## src/hw/rtl/keypad_debounce_longpress_repeat_macros.svh

```systemverilog
// Assertion macros shared by the keypad scanner RTL.
// Each macro expects signals named clk and rst_n in the including scope.
`ifndef KEYPAD_DEBOUNCE_LONGPRESS_REPEAT_MACROS_SVH
`define KEYPAD_DEBOUNCE_LONGPRESS_REPEAT_MACROS_SVH

// Same-cycle implication, checked on every rising edge outside reset.
`define KDLR_ASSERT_IMPL(label, ante, cons, msg) \
    label: assert property (@(posedge clk) disable iff (!rst_n) (ante) |-> (cons)) \
        else $error(msg);

// Next-cycle implication, checked on every rising edge outside reset.
`define KDLR_ASSERT_NEXT(label, ante, cons, msg) \
    label: assert property (@(posedge clk) disable iff (!rst_n) (ante) |=> (cons)) \
        else $error(msg);

`endif

```

## src/hw/rtl/kdlr_pkg.sv

```systemverilog
// Package for the keypad scanner: event codes, register indexes and the
// configuration bundle handed to the per-button lanes. No dependencies.
package kdlr_pkg;

    localparam int TIME_W     = 32;
    localparam int THR_W      = 8;
    localparam int MS_W       = 16;
    localparam int CFG_IDX_W  = 3;
    localparam int CFG_DATA_W = 16;

    // Register values after reset.
    localparam logic [THR_W-1:0]      THR_RESET         = 8'd5;
    localparam logic [MS_W-1:0]       LONG_PRESS_RESET  = 16'd1000;
    localparam logic [MS_W-1:0]       REPEAT_DELAY_RESET = 16'd500;
    localparam logic [MS_W-1:0]       REPEAT_RATE_RESET = 16'd100;
    localparam logic [CFG_DATA_W-1:0] REPEAT_MASK_RESET = 16'd6;

    typedef enum logic [1:0] {
        EV_PRESS   = 2'd0,
        EV_RELEASE = 2'd1,
        EV_LONG    = 2'd2,
        EV_REPEAT  = 2'd3
    } event_kind_t;

    typedef enum logic [CFG_IDX_W-1:0] {
        REG_DEBOUNCE_THRESHOLD = 3'd0,
        REG_HOLD_MS            = 3'd1,
        REG_FIRST_GAP_MS       = 3'd2,
        REG_STEADY_GAP_MS      = 3'd3,
        REG_REPEAT_ENABLE_MASK = 3'd4
    } cfg_index_t;

    // Timing settings shared by all lanes.
    typedef struct packed {
        logic [THR_W-1:0] threshold;
        logic [MS_W-1:0]  hold_ms;
        logic [MS_W-1:0]  first_gap_ms;
        logic [MS_W-1:0]  steady_gap_ms;
    } kdlr_cfg_t;

    // Event produced by one lane for the scan under evaluation.
    typedef struct packed {
        logic        valid;
        event_kind_t kind;
    } lane_evt_t;

endpackage

```

## src/hw/rtl/kdlr_intf.sv

```systemverilog
// Handshake interfaces of the keypad scanner: scan input, event output and
// register write channel. Depends on kdlr_pkg.
interface kdlr_scan_if #(parameter int NUM_BUTTONS = 6);
    logic                     valid;
    logic                     ready;
    logic [NUM_BUTTONS-1:0]   pressed_mask;
    logic [kdlr_pkg::TIME_W-1:0] now_ms;

    modport source (output valid, output pressed_mask, output now_ms, input ready);
    modport sink   (input valid, input pressed_mask, input now_ms, output ready);
endinterface

interface kdlr_event_if #(parameter int NUM_BUTTONS = 6);
    localparam int IDX_W = (NUM_BUTTONS > 1) ? $clog2(NUM_BUTTONS) : 1;

    logic                        valid;
    logic                        ready;
    logic [IDX_W-1:0]            button_index;
    kdlr_pkg::event_kind_t       event_kind;
    logic [kdlr_pkg::TIME_W-1:0] event_time_ms;
    logic                        last_of_scan;

    modport source (output valid, output button_index, output event_kind,
                    output event_time_ms, output last_of_scan, input ready);
    modport sink   (input valid, input button_index, input event_kind,
                    input event_time_ms, input last_of_scan, output ready);
endinterface

interface kdlr_cfg_if;
    logic                            valid;
    logic                            ready;
    logic [kdlr_pkg::CFG_IDX_W-1:0]  index;
    logic [kdlr_pkg::CFG_DATA_W-1:0] data;

    modport source (output valid, output index, output data, input ready);
    modport sink   (input valid, input index, input data, output ready);
endinterface

```

## src/hw/rtl/kdlr_lane.sv

```systemverilog
// One button lane: debounce counter, held/long-press state and event decision.
// Depends on kdlr_pkg.
module kdlr_lane #(
    parameter int COUNT_MAX = 255
) (
    input  logic                        clk,
    input  logic                        rst_n,
    input  kdlr_pkg::kdlr_cfg_t         cfg,
    input  logic                        rep_en,
    input  logic                        sample,
    input  logic [kdlr_pkg::TIME_W-1:0] now_ms,
    input  logic                        update,
    output kdlr_pkg::lane_evt_t         evt
);
    import kdlr_pkg::*;

    localparam int CNT_W = $clog2(COUNT_MAX + 1);
    localparam logic [CNT_W-1:0] CNT_TOP = CNT_W'(COUNT_MAX);

    logic [CNT_W-1:0]  cnt_reg, cnt_next;
    logic              held_reg, held_next;
    logic              long_fired_reg, long_fired_next;
    logic [TIME_W-1:0] start_reg, start_next;
    logic [TIME_W-1:0] last_rep_reg, last_rep_next;

    logic              level;
    logic [TIME_W-1:0] held_time;
    logic [TIME_W-1:0] since_rep;
    logic [MS_W:0]     hold_limit;
    logic [MS_W-1:0]   interval;

    // Saturating up/down debounce counter and the debounced level.
    always_comb
    begin
        if (sample)
        begin
            cnt_next = (cnt_reg == CNT_TOP) ? cnt_reg : cnt_reg + CNT_W'(1);
        end
        else
        begin
            cnt_next = (cnt_reg == '0) ? cnt_reg : cnt_reg - CNT_W'(1);
        end
        level = 9'(cnt_next) > 9'(cfg.threshold);
    end

    // Elapsed times wrap modulo 2^32; the repeat interval switches to the steady
    // gap once the hold has run past the long press plus the first delay.
    always_comb
    begin
        held_time  = now_ms - start_reg;
        since_rep  = now_ms - last_rep_reg;
        hold_limit = {1'b0, cfg.hold_ms} + {1'b0, cfg.first_gap_ms};
        interval   = (held_time > TIME_W'(hold_limit)) ? cfg.steady_gap_ms
                                                        : cfg.first_gap_ms;
    end

    // Event decision, at most one event per scan.
    always_comb
    begin
        held_next       = held_reg;
        long_fired_next = long_fired_reg;
        start_next      = start_reg;
        last_rep_next   = last_rep_reg;
        evt.valid       = 1'b0;
        evt.kind        = EV_PRESS;
        if (level && !held_reg)
        begin
            held_next       = 1'b1;
            start_next      = now_ms;
            last_rep_next   = now_ms;
            long_fired_next = 1'b0;
            evt.valid       = 1'b1;
            evt.kind        = EV_PRESS;
        end
        else if (!level && held_reg)
        begin
            held_next = 1'b0;
            evt.valid = 1'b1;
            evt.kind  = EV_RELEASE;
        end
        else if (held_reg && !long_fired_reg)
        begin
            if (held_time >= TIME_W'(cfg.hold_ms))
            begin
                long_fired_next = 1'b1;
                evt.valid       = 1'b1;
                evt.kind        = EV_LONG;
                if (rep_en)
                begin
                    last_rep_next = now_ms;
                end
            end
        end
        else if (held_reg && long_fired_reg && rep_en)
        begin
            if (since_rep >= TIME_W'(interval))
            begin
                last_rep_next = now_ms;
                evt.valid     = 1'b1;
                evt.kind      = EV_REPEAT;
            end
        end
    end

    // Lane state advances when the scan moves into the event buffer.
    always_ff @(posedge clk or negedge rst_n)
    begin
        if (!rst_n)
        begin
            cnt_reg        <= '0;
            held_reg       <= 1'b0;
            long_fired_reg <= 1'b0;
            start_reg      <= '0;
            last_rep_reg   <= '0;
        end
        else if (update)
        begin
            cnt_reg        <= cnt_next;
            held_reg       <= held_next;
            long_fired_reg <= long_fired_next;
            start_reg      <= start_next;
            last_rep_reg   <= last_rep_next;
        end
    end

endmodule

```

## src/hw/rtl/keypad_debounce_longpress_repeat.sv

```systemverilog
// Keypad scanner with debounce, long press and auto-repeat. A scan transaction
// is registered on acceptance; all button lanes evaluate it in parallel and its
// events (zero to NUM_BUTTONS) drop into an event buffer once it is free, from
// which they leave in button order through the output register, one event
// transaction per cycle as evt.ready allows, the final one flagged last_of_scan.
// An event passes the scan, buffer and output registers. A new scan is taken
// every cycle while scans are quiet or give one event and the output is not
// held; a scan with more events holds the next scan until its last event
// leaves. Register writes take effect at once and are always accepted.
// Depends on kdlr_pkg, the kdlr interfaces, kdlr_lane and the macro header.
`include "keypad_debounce_longpress_repeat_macros.svh"

module keypad_debounce_longpress_repeat #(
    parameter int NUM_BUTTONS = 6,
    parameter int COUNT_MAX   = 255
) (
    input  logic clk,
    input  logic rst_n,
    kdlr_scan_if.sink    scan,
    kdlr_event_if.source evt,
    kdlr_cfg_if.sink     cfg
);
    import kdlr_pkg::*;

    localparam int IDX_W = (NUM_BUTTONS > 1) ? $clog2(NUM_BUTTONS) : 1;
    localparam logic [IDX_W-1:0] LAST_IDX = IDX_W'(NUM_BUTTONS - 1);

    // Configuration registers.
    logic [THR_W-1:0]       thr_reg;
    logic [MS_W-1:0]        long_press_reg;
    logic [MS_W-1:0]        repeat_delay_reg;
    logic [MS_W-1:0]        repeat_rate_reg;
    logic [NUM_BUTTONS-1:0] rep_mask_reg;
    kdlr_cfg_t              cfg_bundle;

    // Scan register, event buffer and output register.
    logic                   s1_valid_reg;
    logic [NUM_BUTTONS-1:0] s1_mask_reg;
    logic [TIME_W-1:0]      s1_now_reg;
    logic [NUM_BUTTONS-1:0] pend_reg, pend_next;
    event_kind_t            kind_reg [NUM_BUTTONS];
    logic [TIME_W-1:0]      buf_time_reg;
    logic                   out_valid_reg;
    logic [IDX_W-1:0]       out_idx_reg;
    event_kind_t            out_kind_reg;
    logic [TIME_W-1:0]      out_time_reg;
    logic                   out_last_reg;

    lane_evt_t              lane_evt [NUM_BUTTONS];
    logic [NUM_BUTTONS-1:0] lane_valid;
    logic [NUM_BUTTONS-1:0] pick_oh;
    logic [NUM_BUTTONS-1:0] rest;
    logic [IDX_W-1:0]       pick_idx;
    event_kind_t            pick_kind;
    logic                   pop;
    logic                   last_pop;
    logic                   buf_free;
    logic                   xfer;
    logic                   scan_accept;

    // Register writes; indexes past the list are ignored.
    assign cfg.ready = 1'b1;

    always_ff @(posedge clk or negedge rst_n)
    begin
        if (!rst_n)
        begin
            thr_reg          <= THR_RESET;
            long_press_reg   <= LONG_PRESS_RESET;
            repeat_delay_reg <= REPEAT_DELAY_RESET;
            repeat_rate_reg  <= REPEAT_RATE_RESET;
            rep_mask_reg     <= NUM_BUTTONS'(REPEAT_MASK_RESET);
        end
        else if (cfg.valid)
        begin
            case (cfg_index_t'(cfg.index))
                REG_DEBOUNCE_THRESHOLD: thr_reg          <= cfg.data[THR_W-1:0];
                REG_HOLD_MS:            long_press_reg   <= cfg.data[MS_W-1:0];
                REG_FIRST_GAP_MS:       repeat_delay_reg <= cfg.data[MS_W-1:0];
                REG_STEADY_GAP_MS:      repeat_rate_reg  <= cfg.data[MS_W-1:0];
                REG_REPEAT_ENABLE_MASK: rep_mask_reg     <= cfg.data[NUM_BUTTONS-1:0];
                default: ;
            endcase
        end
    end

    assign cfg_bundle.threshold     = thr_reg;
    assign cfg_bundle.hold_ms       = long_press_reg;
    assign cfg_bundle.first_gap_ms  = repeat_delay_reg;
    assign cfg_bundle.steady_gap_ms = repeat_rate_reg;

    // Button lanes evaluate the registered scan in parallel.
    for (genvar i = 0; i < NUM_BUTTONS; i++)
    begin : g_lane
        kdlr_lane #(
            .COUNT_MAX (COUNT_MAX)
        ) u_lane (
            .clk    (clk),
            .rst_n  (rst_n),
            .cfg    (cfg_bundle),
            .rep_en (rep_mask_reg[i]),
            .sample (s1_mask_reg[i]),
            .now_ms (s1_now_reg),
            .update (xfer),
            .evt    (lane_evt[i])
        );
        assign lane_valid[i] = lane_evt[i].valid;
    end

    // Pick the lowest pending button for the output register.
    always_comb
    begin
        pick_oh   = pend_reg & (~pend_reg + NUM_BUTTONS'(1));
        rest      = pend_reg & ~pick_oh;
        pick_idx  = '0;
        pick_kind = EV_PRESS;
        for (int i = 0; i < NUM_BUTTONS; i++)
        begin
            if (pick_oh[i])
            begin
                pick_idx  = IDX_W'(i);
                pick_kind = kind_reg[i];
            end
        end
    end

    // Flow control: the buffer takes a new scan once its last event leaves.
    assign pop         = (pend_reg != '0) && (!out_valid_reg || evt.ready);
    assign last_pop    = pop && (rest == '0);
    assign buf_free    = (pend_reg == '0) || last_pop;
    assign xfer        = s1_valid_reg && buf_free;
    assign scan.ready  = !s1_valid_reg || buf_free;
    assign scan_accept = scan.valid && scan.ready;

    always_comb
    begin
        if (xfer)
        begin
            pend_next = lane_valid;
        end
        else if (pop)
        begin
            pend_next = rest;
        end
        else
        begin
            pend_next = pend_reg;
        end
    end

    // Control state.
    always_ff @(posedge clk or negedge rst_n)
    begin
        if (!rst_n)
        begin
            s1_valid_reg  <= 1'b0;
            pend_reg      <= '0;
            out_valid_reg <= 1'b0;
        end
        else
        begin
            if (scan_accept)
            begin
                s1_valid_reg <= 1'b1;
            end
            else if (xfer)
            begin
                s1_valid_reg <= 1'b0;
            end
            pend_reg <= pend_next;
            if (pop)
            begin
                out_valid_reg <= 1'b1;
            end
            else if (evt.ready)
            begin
                out_valid_reg <= 1'b0;
            end
        end
    end

    // Payload registers.
    always_ff @(posedge clk)
    begin
        if (scan_accept)
        begin
            s1_mask_reg <= scan.pressed_mask;
            s1_now_reg  <= scan.now_ms;
        end
        if (xfer)
        begin
            buf_time_reg <= s1_now_reg;
            for (int i = 0; i < NUM_BUTTONS; i++)
            begin
                kind_reg[i] <= lane_evt[i].kind;
            end
        end
        if (pop)
        begin
            out_idx_reg  <= pick_idx;
            out_kind_reg <= pick_kind;
            out_time_reg <= buf_time_reg;
            out_last_reg <= (rest == '0);
        end
    end

    assign evt.valid         = out_valid_reg;
    assign evt.button_index  = out_idx_reg;
    assign evt.event_kind    = out_kind_reg;
    assign evt.event_time_ms = out_time_reg;
    assign evt.last_of_scan  = out_last_reg;

    // A scan enters the buffer only as the previous scan's last event leaves.
    `KDLR_ASSERT_IMPL(a_xfer_drained, xfer && (pend_reg != '0), last_pop, "scan overwrote events")
    // Events of a scan not yet finished are still waiting in the buffer.
    `KDLR_ASSERT_IMPL(a_rest_pending, out_valid_reg && !out_last_reg, pend_reg != '0, "events lost")
    // A popped event always lands in the output register.
    `KDLR_ASSERT_NEXT(a_pop_lands, pop, out_valid_reg, "popped event missing at output")
    // The reported button is always a real button.
    `KDLR_ASSERT_IMPL(a_idx_range, out_valid_reg, out_idx_reg <= LAST_IDX, "index out of range")

endmodule
```

## src/flat_wrapper.sv

```systemverilog
// flat-port wrapper written by rule: the top's interface ports become plain ports
module keypad_debounce_longpress_repeat_flat import kdlr_pkg::*;
#(
    parameter int NUM_BUTTONS = 6,
    parameter int COUNT_MAX   = 255
)
  (clk, rst_n, scan_valid, scan_pressed_mask, scan_now_ms, scan_ready, evt_valid, evt_button_index, evt_event_kind, evt_event_time_ms, evt_last_of_scan, evt_ready, cfg_valid, cfg_index, cfg_data, cfg_ready);
  kdlr_scan_if #(.NUM_BUTTONS(NUM_BUTTONS)) scan_i ();
  kdlr_event_if #(.NUM_BUTTONS(NUM_BUTTONS)) evt_i ();
  kdlr_cfg_if cfg_i ();
  input  logic clk;
  input  logic rst_n;
  input wire logic [$bits(scan_i.valid)-1:0] scan_valid;
  input wire logic [$bits(scan_i.pressed_mask)-1:0] scan_pressed_mask;
  input wire logic [$bits(scan_i.now_ms)-1:0] scan_now_ms;
  output wire logic [$bits(scan_i.ready)-1:0] scan_ready;
  output wire logic [$bits(evt_i.valid)-1:0] evt_valid;
  output wire logic [$bits(evt_i.button_index)-1:0] evt_button_index;
  output wire logic [$bits(evt_i.event_kind)-1:0] evt_event_kind;
  output wire logic [$bits(evt_i.event_time_ms)-1:0] evt_event_time_ms;
  output wire logic [$bits(evt_i.last_of_scan)-1:0] evt_last_of_scan;
  input wire logic [$bits(evt_i.ready)-1:0] evt_ready;
  input wire logic [$bits(cfg_i.valid)-1:0] cfg_valid;
  input wire logic [$bits(cfg_i.index)-1:0] cfg_index;
  input wire logic [$bits(cfg_i.data)-1:0] cfg_data;
  output wire logic [$bits(cfg_i.ready)-1:0] cfg_ready;
  assign scan_i.valid = scan_valid;
  assign scan_i.pressed_mask = scan_pressed_mask;
  assign scan_i.now_ms = scan_now_ms;
  assign scan_ready = scan_i.ready;
  assign evt_valid = evt_i.valid;
  assign evt_button_index = evt_i.button_index;
  assign evt_event_kind = evt_i.event_kind;
  assign evt_event_time_ms = evt_i.event_time_ms;
  assign evt_last_of_scan = evt_i.last_of_scan;
  assign evt_i.ready = evt_ready;
  assign cfg_i.valid = cfg_valid;
  assign cfg_i.index = cfg_index;
  assign cfg_i.data = cfg_data;
  assign cfg_ready = cfg_i.ready;
  keypad_debounce_longpress_repeat #(.NUM_BUTTONS(NUM_BUTTONS), .COUNT_MAX(COUNT_MAX)) u_core (.clk(clk), .rst_n(rst_n), .scan(scan_i), .evt(evt_i), .cfg(cfg_i));
endmodule
```

## config.mk

```make
export PLATFORM = sky130hd
export DESIGN_NAME = keypad_debounce_longpress_repeat_flat
export DESIGN_NICKNAME = d
export VERILOG_FILES = /design/src/hw/rtl/kdlr_pkg.sv /design/src/hw/rtl/kdlr_intf.sv /design/src/hw/rtl/kdlr_lane.sv /design/src/hw/rtl/keypad_debounce_longpress_repeat.sv /design/src/flat_wrapper.sv
export VERILOG_INCLUDE_DIRS = /design/src /design/src/hw/rtl
export SDC_FILE = /design/constraint.sdc
export NUM_CORES = 2
export LEC_CHECK = 0
export BUFFER_PORTS_ARGS = -buffer_cell sky130_fd_sc_hd__buf_2
export CORE_ASPECT_RATIO = 1.5
export CORE_MARGIN = 2
export CORE_UTILIZATION = 55
export CTS_CLUSTER_DIAMETER = 120
export DETAILED_ROUTE_END_ITERATION = 8
export GPL_ROUTABILITY_DRIVEN = 0
export PLACE_DENSITY = 0.74
export SLEW_MARGIN = 25
export SYNTH_ARGS = -nofsm -noshare
export SYNTH_HDL_FRONTEND = slang
export SYNTH_SLANG_ARGS = --single-unit
```

## constraint.sdc

```tcl
create_clock -name clk -period 7.7 [get_ports clk]
set_input_delay 1.54 -clock clk [delete_from_list [all_inputs] [get_ports clk]]
set_output_delay 1.54 -clock clk [all_outputs]
set_load 0.03 [all_outputs]
```

==> impl_metrics.tcl <==
set metrics [dict create \
    grt_start_max_net_pins 137 \
    failed_checks "setup timing" \
    slew_violations 0 \
    multi_input_comb_area_sq_um 40000 \
    cts_sinks 634 \
    ant_nets 0 \
    mostFrequentLayoutCells "sky130_fd_sc_hd__ha_1 (729), sky130_fd_sc_hd__nand2_1 (554), sky130_fd_sc_hd__inv_1 (547)" \
    netlist_area_sq_um 58200 \
    io_buffers 101 \
    crit_path_max_incr_delay_ns 0.41 \
    synth_area_per_cell_sq_um 8.79 \
    final_hold_vios 0 \
    drtIter0Drc 5090 \
    wl_per_cell_um 24.5 \
    row_count 146 \
    worst_ep_required_time_ns 8.26 \
    fin_ws_ns -0.0660 \
    clock_tree.root_cell "sky130_fd_sc_hd__clkbuf_16" \
    clock_latency_ns 0.69 \
    floorplan.initialDensity_pct 55.3 \
    layout_worst_path_cycle_share_pct 101 \
    netlist_instances 6624 \
    dr_wl_met2_um 96300 \
    remaining_drc_errors 0 \
    design.final.nets 7788 \
    dr_wl_met3_um 17500 \
    totalWireLength_um 207000 \
    cts_inserted_buffers 70 \
    seqCellArea_sq_um 16500 \
    worst_min_delay_path_class "reg -> reg" \
    dp.final_hpwl_um 151000 \
    clock_tree.buffer_depth 3 \
    critPathCaptureType "flop" \
    slew_headroom_pct 28.3 \
    synth_fp_nets 7447 \
    antenna_violations_before_repair 24 \
    outcome "finished with violations" \
    ys_seq_area_share_pct 28.3 \
    post-route-util_pct 63.6 \
    grt-ovfl-total 0 \
    critical-path-top-delay-family "compound AO/OA/AOI/OAI gates" \
    critical-path-slowest-cell "sky130_fd_sc_hd__dfrtp_1" \
    arrival_time_worst_endpoint_ns 8.33 \
    grt.total_usage_pct 36.3 \
    n_fill_cell 8647 \
    cts.htree.levels 3 \
    postSynthRegisterBits 634 \
    layout.cells.most_common "sky130_fd_sc_hd__ha_1" \
    vias 55300 \
    asyncSetResetFlopFracSynth_pct 81.1 \
    fraction_of_final_layout_cells_with_drive_strength_greater_than_1_pct 17.3 \
    first_pass_grt_wire_length_um 305000 \
    boundaryPins 103 \
    worst-path-max-fanout 8 \
    cts_tree "done" \
    achievable-frequency_ghz 0.129 \
    first_pass_iters 9 \
    post_synth_edffs 120 \
    design.core.area_sq_um 105000 \
    routed_via_density 6.55 \
    dieWidth_um 270 \
    synth.lib_cells_used.distinct 107 \
    grt_setup_unrepaired "true" \
    cts_hold_repair.buffers 0 \
    first_global_vias 54100 \
    maxCapViolCount 0 \
    detail_route.wirelength.met1_um 70400 \
    number_of_cells_in_the_design_after_placement 8229 \
    yosys_most_used_dff "sky130_fd_sc_hd__dfrtp_1" \
    timing.final.setup_violations 31 \
    worst_slew_pin_slew_ns 1.06 \
    critical_path_buf_inv_count 6 \
    design.die.area_sq_um 108000 \
    yosys_warnings 0 \
    crit_path_start_kind "flop" \
    clkSlewWorstSetupHoldPaths_ns 0.07 \
    final.setup_skew_ns 0.0325 \
    die-height_um 402 \
    syn_to_final_growth_pct 15.0 \
    dr.max_layer_used "met5" \
    final_critical_period_ns 7.77 \
    final-instance-count-excl-fill 8440 \
    critical_path_class "reg -> reg" \
]
stage by stage:
stage	setup TNS [ns]	setup WS, ns	hold WS (ns)	instance area (sq um)
finish	-1.18	-0.0660	0.418	66900
global route	-34.51	-0.377	0.413	66900
CTS	0	0.0105	0.417	64900
detailed placement	-47.26	-0.353	0.405	62300
global placement	-17.23	-0.234	0.401	62300
floorplan	0	0.105	0.400	58200
synth_stat cells (all sizes together), types with 23 or more instances:
cell type  count  area share, %
nand4        123            1.3
a21oi        524            4.5
a31oi         70           0.75
nand2        556            3.6
or3           33           0.35
mux2i        125            2.1
buf           39           0.40
a21boi        23           0.30
a211oi        63           0.82
nor2         382            2.5
nor2b         79           0.85
o21a          94            1.2
o22ai         28           0.30
edfxtp       120            6.2
clkbuf       193            1.2
inv          552            3.6
o21bai        55           0.71
a21o         164            2.1
and2          43           0.46
nor3         126            1.1
o21ai        416            3.6
o211ai        49           0.63
and3          57           0.61
a2111oi       31           0.53
xnor2        210            3.2
xor2         112            1.7
o31ai         34           0.45
nand3        156            1.3
nand2b        84           0.90
ha           748             16
nor3b         25           0.32
dfrtp        495             21
nor4          40           0.44
mux2         420            8.3
metal layers:
layer  vias up  GRT usage [%]
li1      24800              -
met5         -              0
met3      1122           7.76
met1     26500           38.4
met2      2837           61.2
met4        10           31.7
cell families after synthesis:
family                     synth area share (%)
and+or+nand+nor                            14.9
AOI/OAI and AO/OA                          19.5
buffers and inverters                      5.20
adders and majority gates                  16.6
DFF                                        28.3
muxes                                      10.5
xor gates and xnor gates                   4.86
other                                   0.00644
what timing repair did:
action | 4_1_cts | 5_1_grt
gates cloned | 1 | 16
gates resized for setup | 38 | 258
pin swaps | 19 | 88
buffers inserted | 7 | 51
endpoints found under the setup margin | 197 | 210
layout make-up:
class	count	area share [%]
Tap cell	1406	2.63
Multi-Input combinational cell	5206	59.8
Inverter	552	3.10
Antenna cell	13	0.0486
Clock inverter	29	0.496
Clock buffer	99	3.06
Sequential cell	634	24.6
Timing Repair Buffer	501	6.20
path summary, 6_finish.rpt:
kind / slack [ns] / to / depth (start not counted) / start
setup / recovery: -0.07 / u_core.g_lane[5].u_lane.last_rep_reg[2] / 40 / u_core.repeat_delay_reg[1]
hold / removal: 0.42 / u_core.evt.event_time_ms[5] / 0 / u_core.buf_time_reg[5]
setup reg to reg: -0.07 / u_core.g_lane[5].u_lane.last_rep_reg[2] / 40 / u_core.repeat_delay_reg[1]
hold reg to reg: 0.42 / u_core.evt.event_time_ms[5] / 0 / u_core.buf_time_reg[5]
max in group asynchronous: 5.18 / u_core.g_lane[5].u_lane.last_rep_reg[25] / 3 / rst_n
min in group asynchronous: 0.77 / u_core.g_lane[3].u_lane.cnt_reg[2] / 1 / rst_n
Power is left out: the tool's default activity adds up to more than one toggle a clock period on the data nets, which glitch-free logic cannot reach.
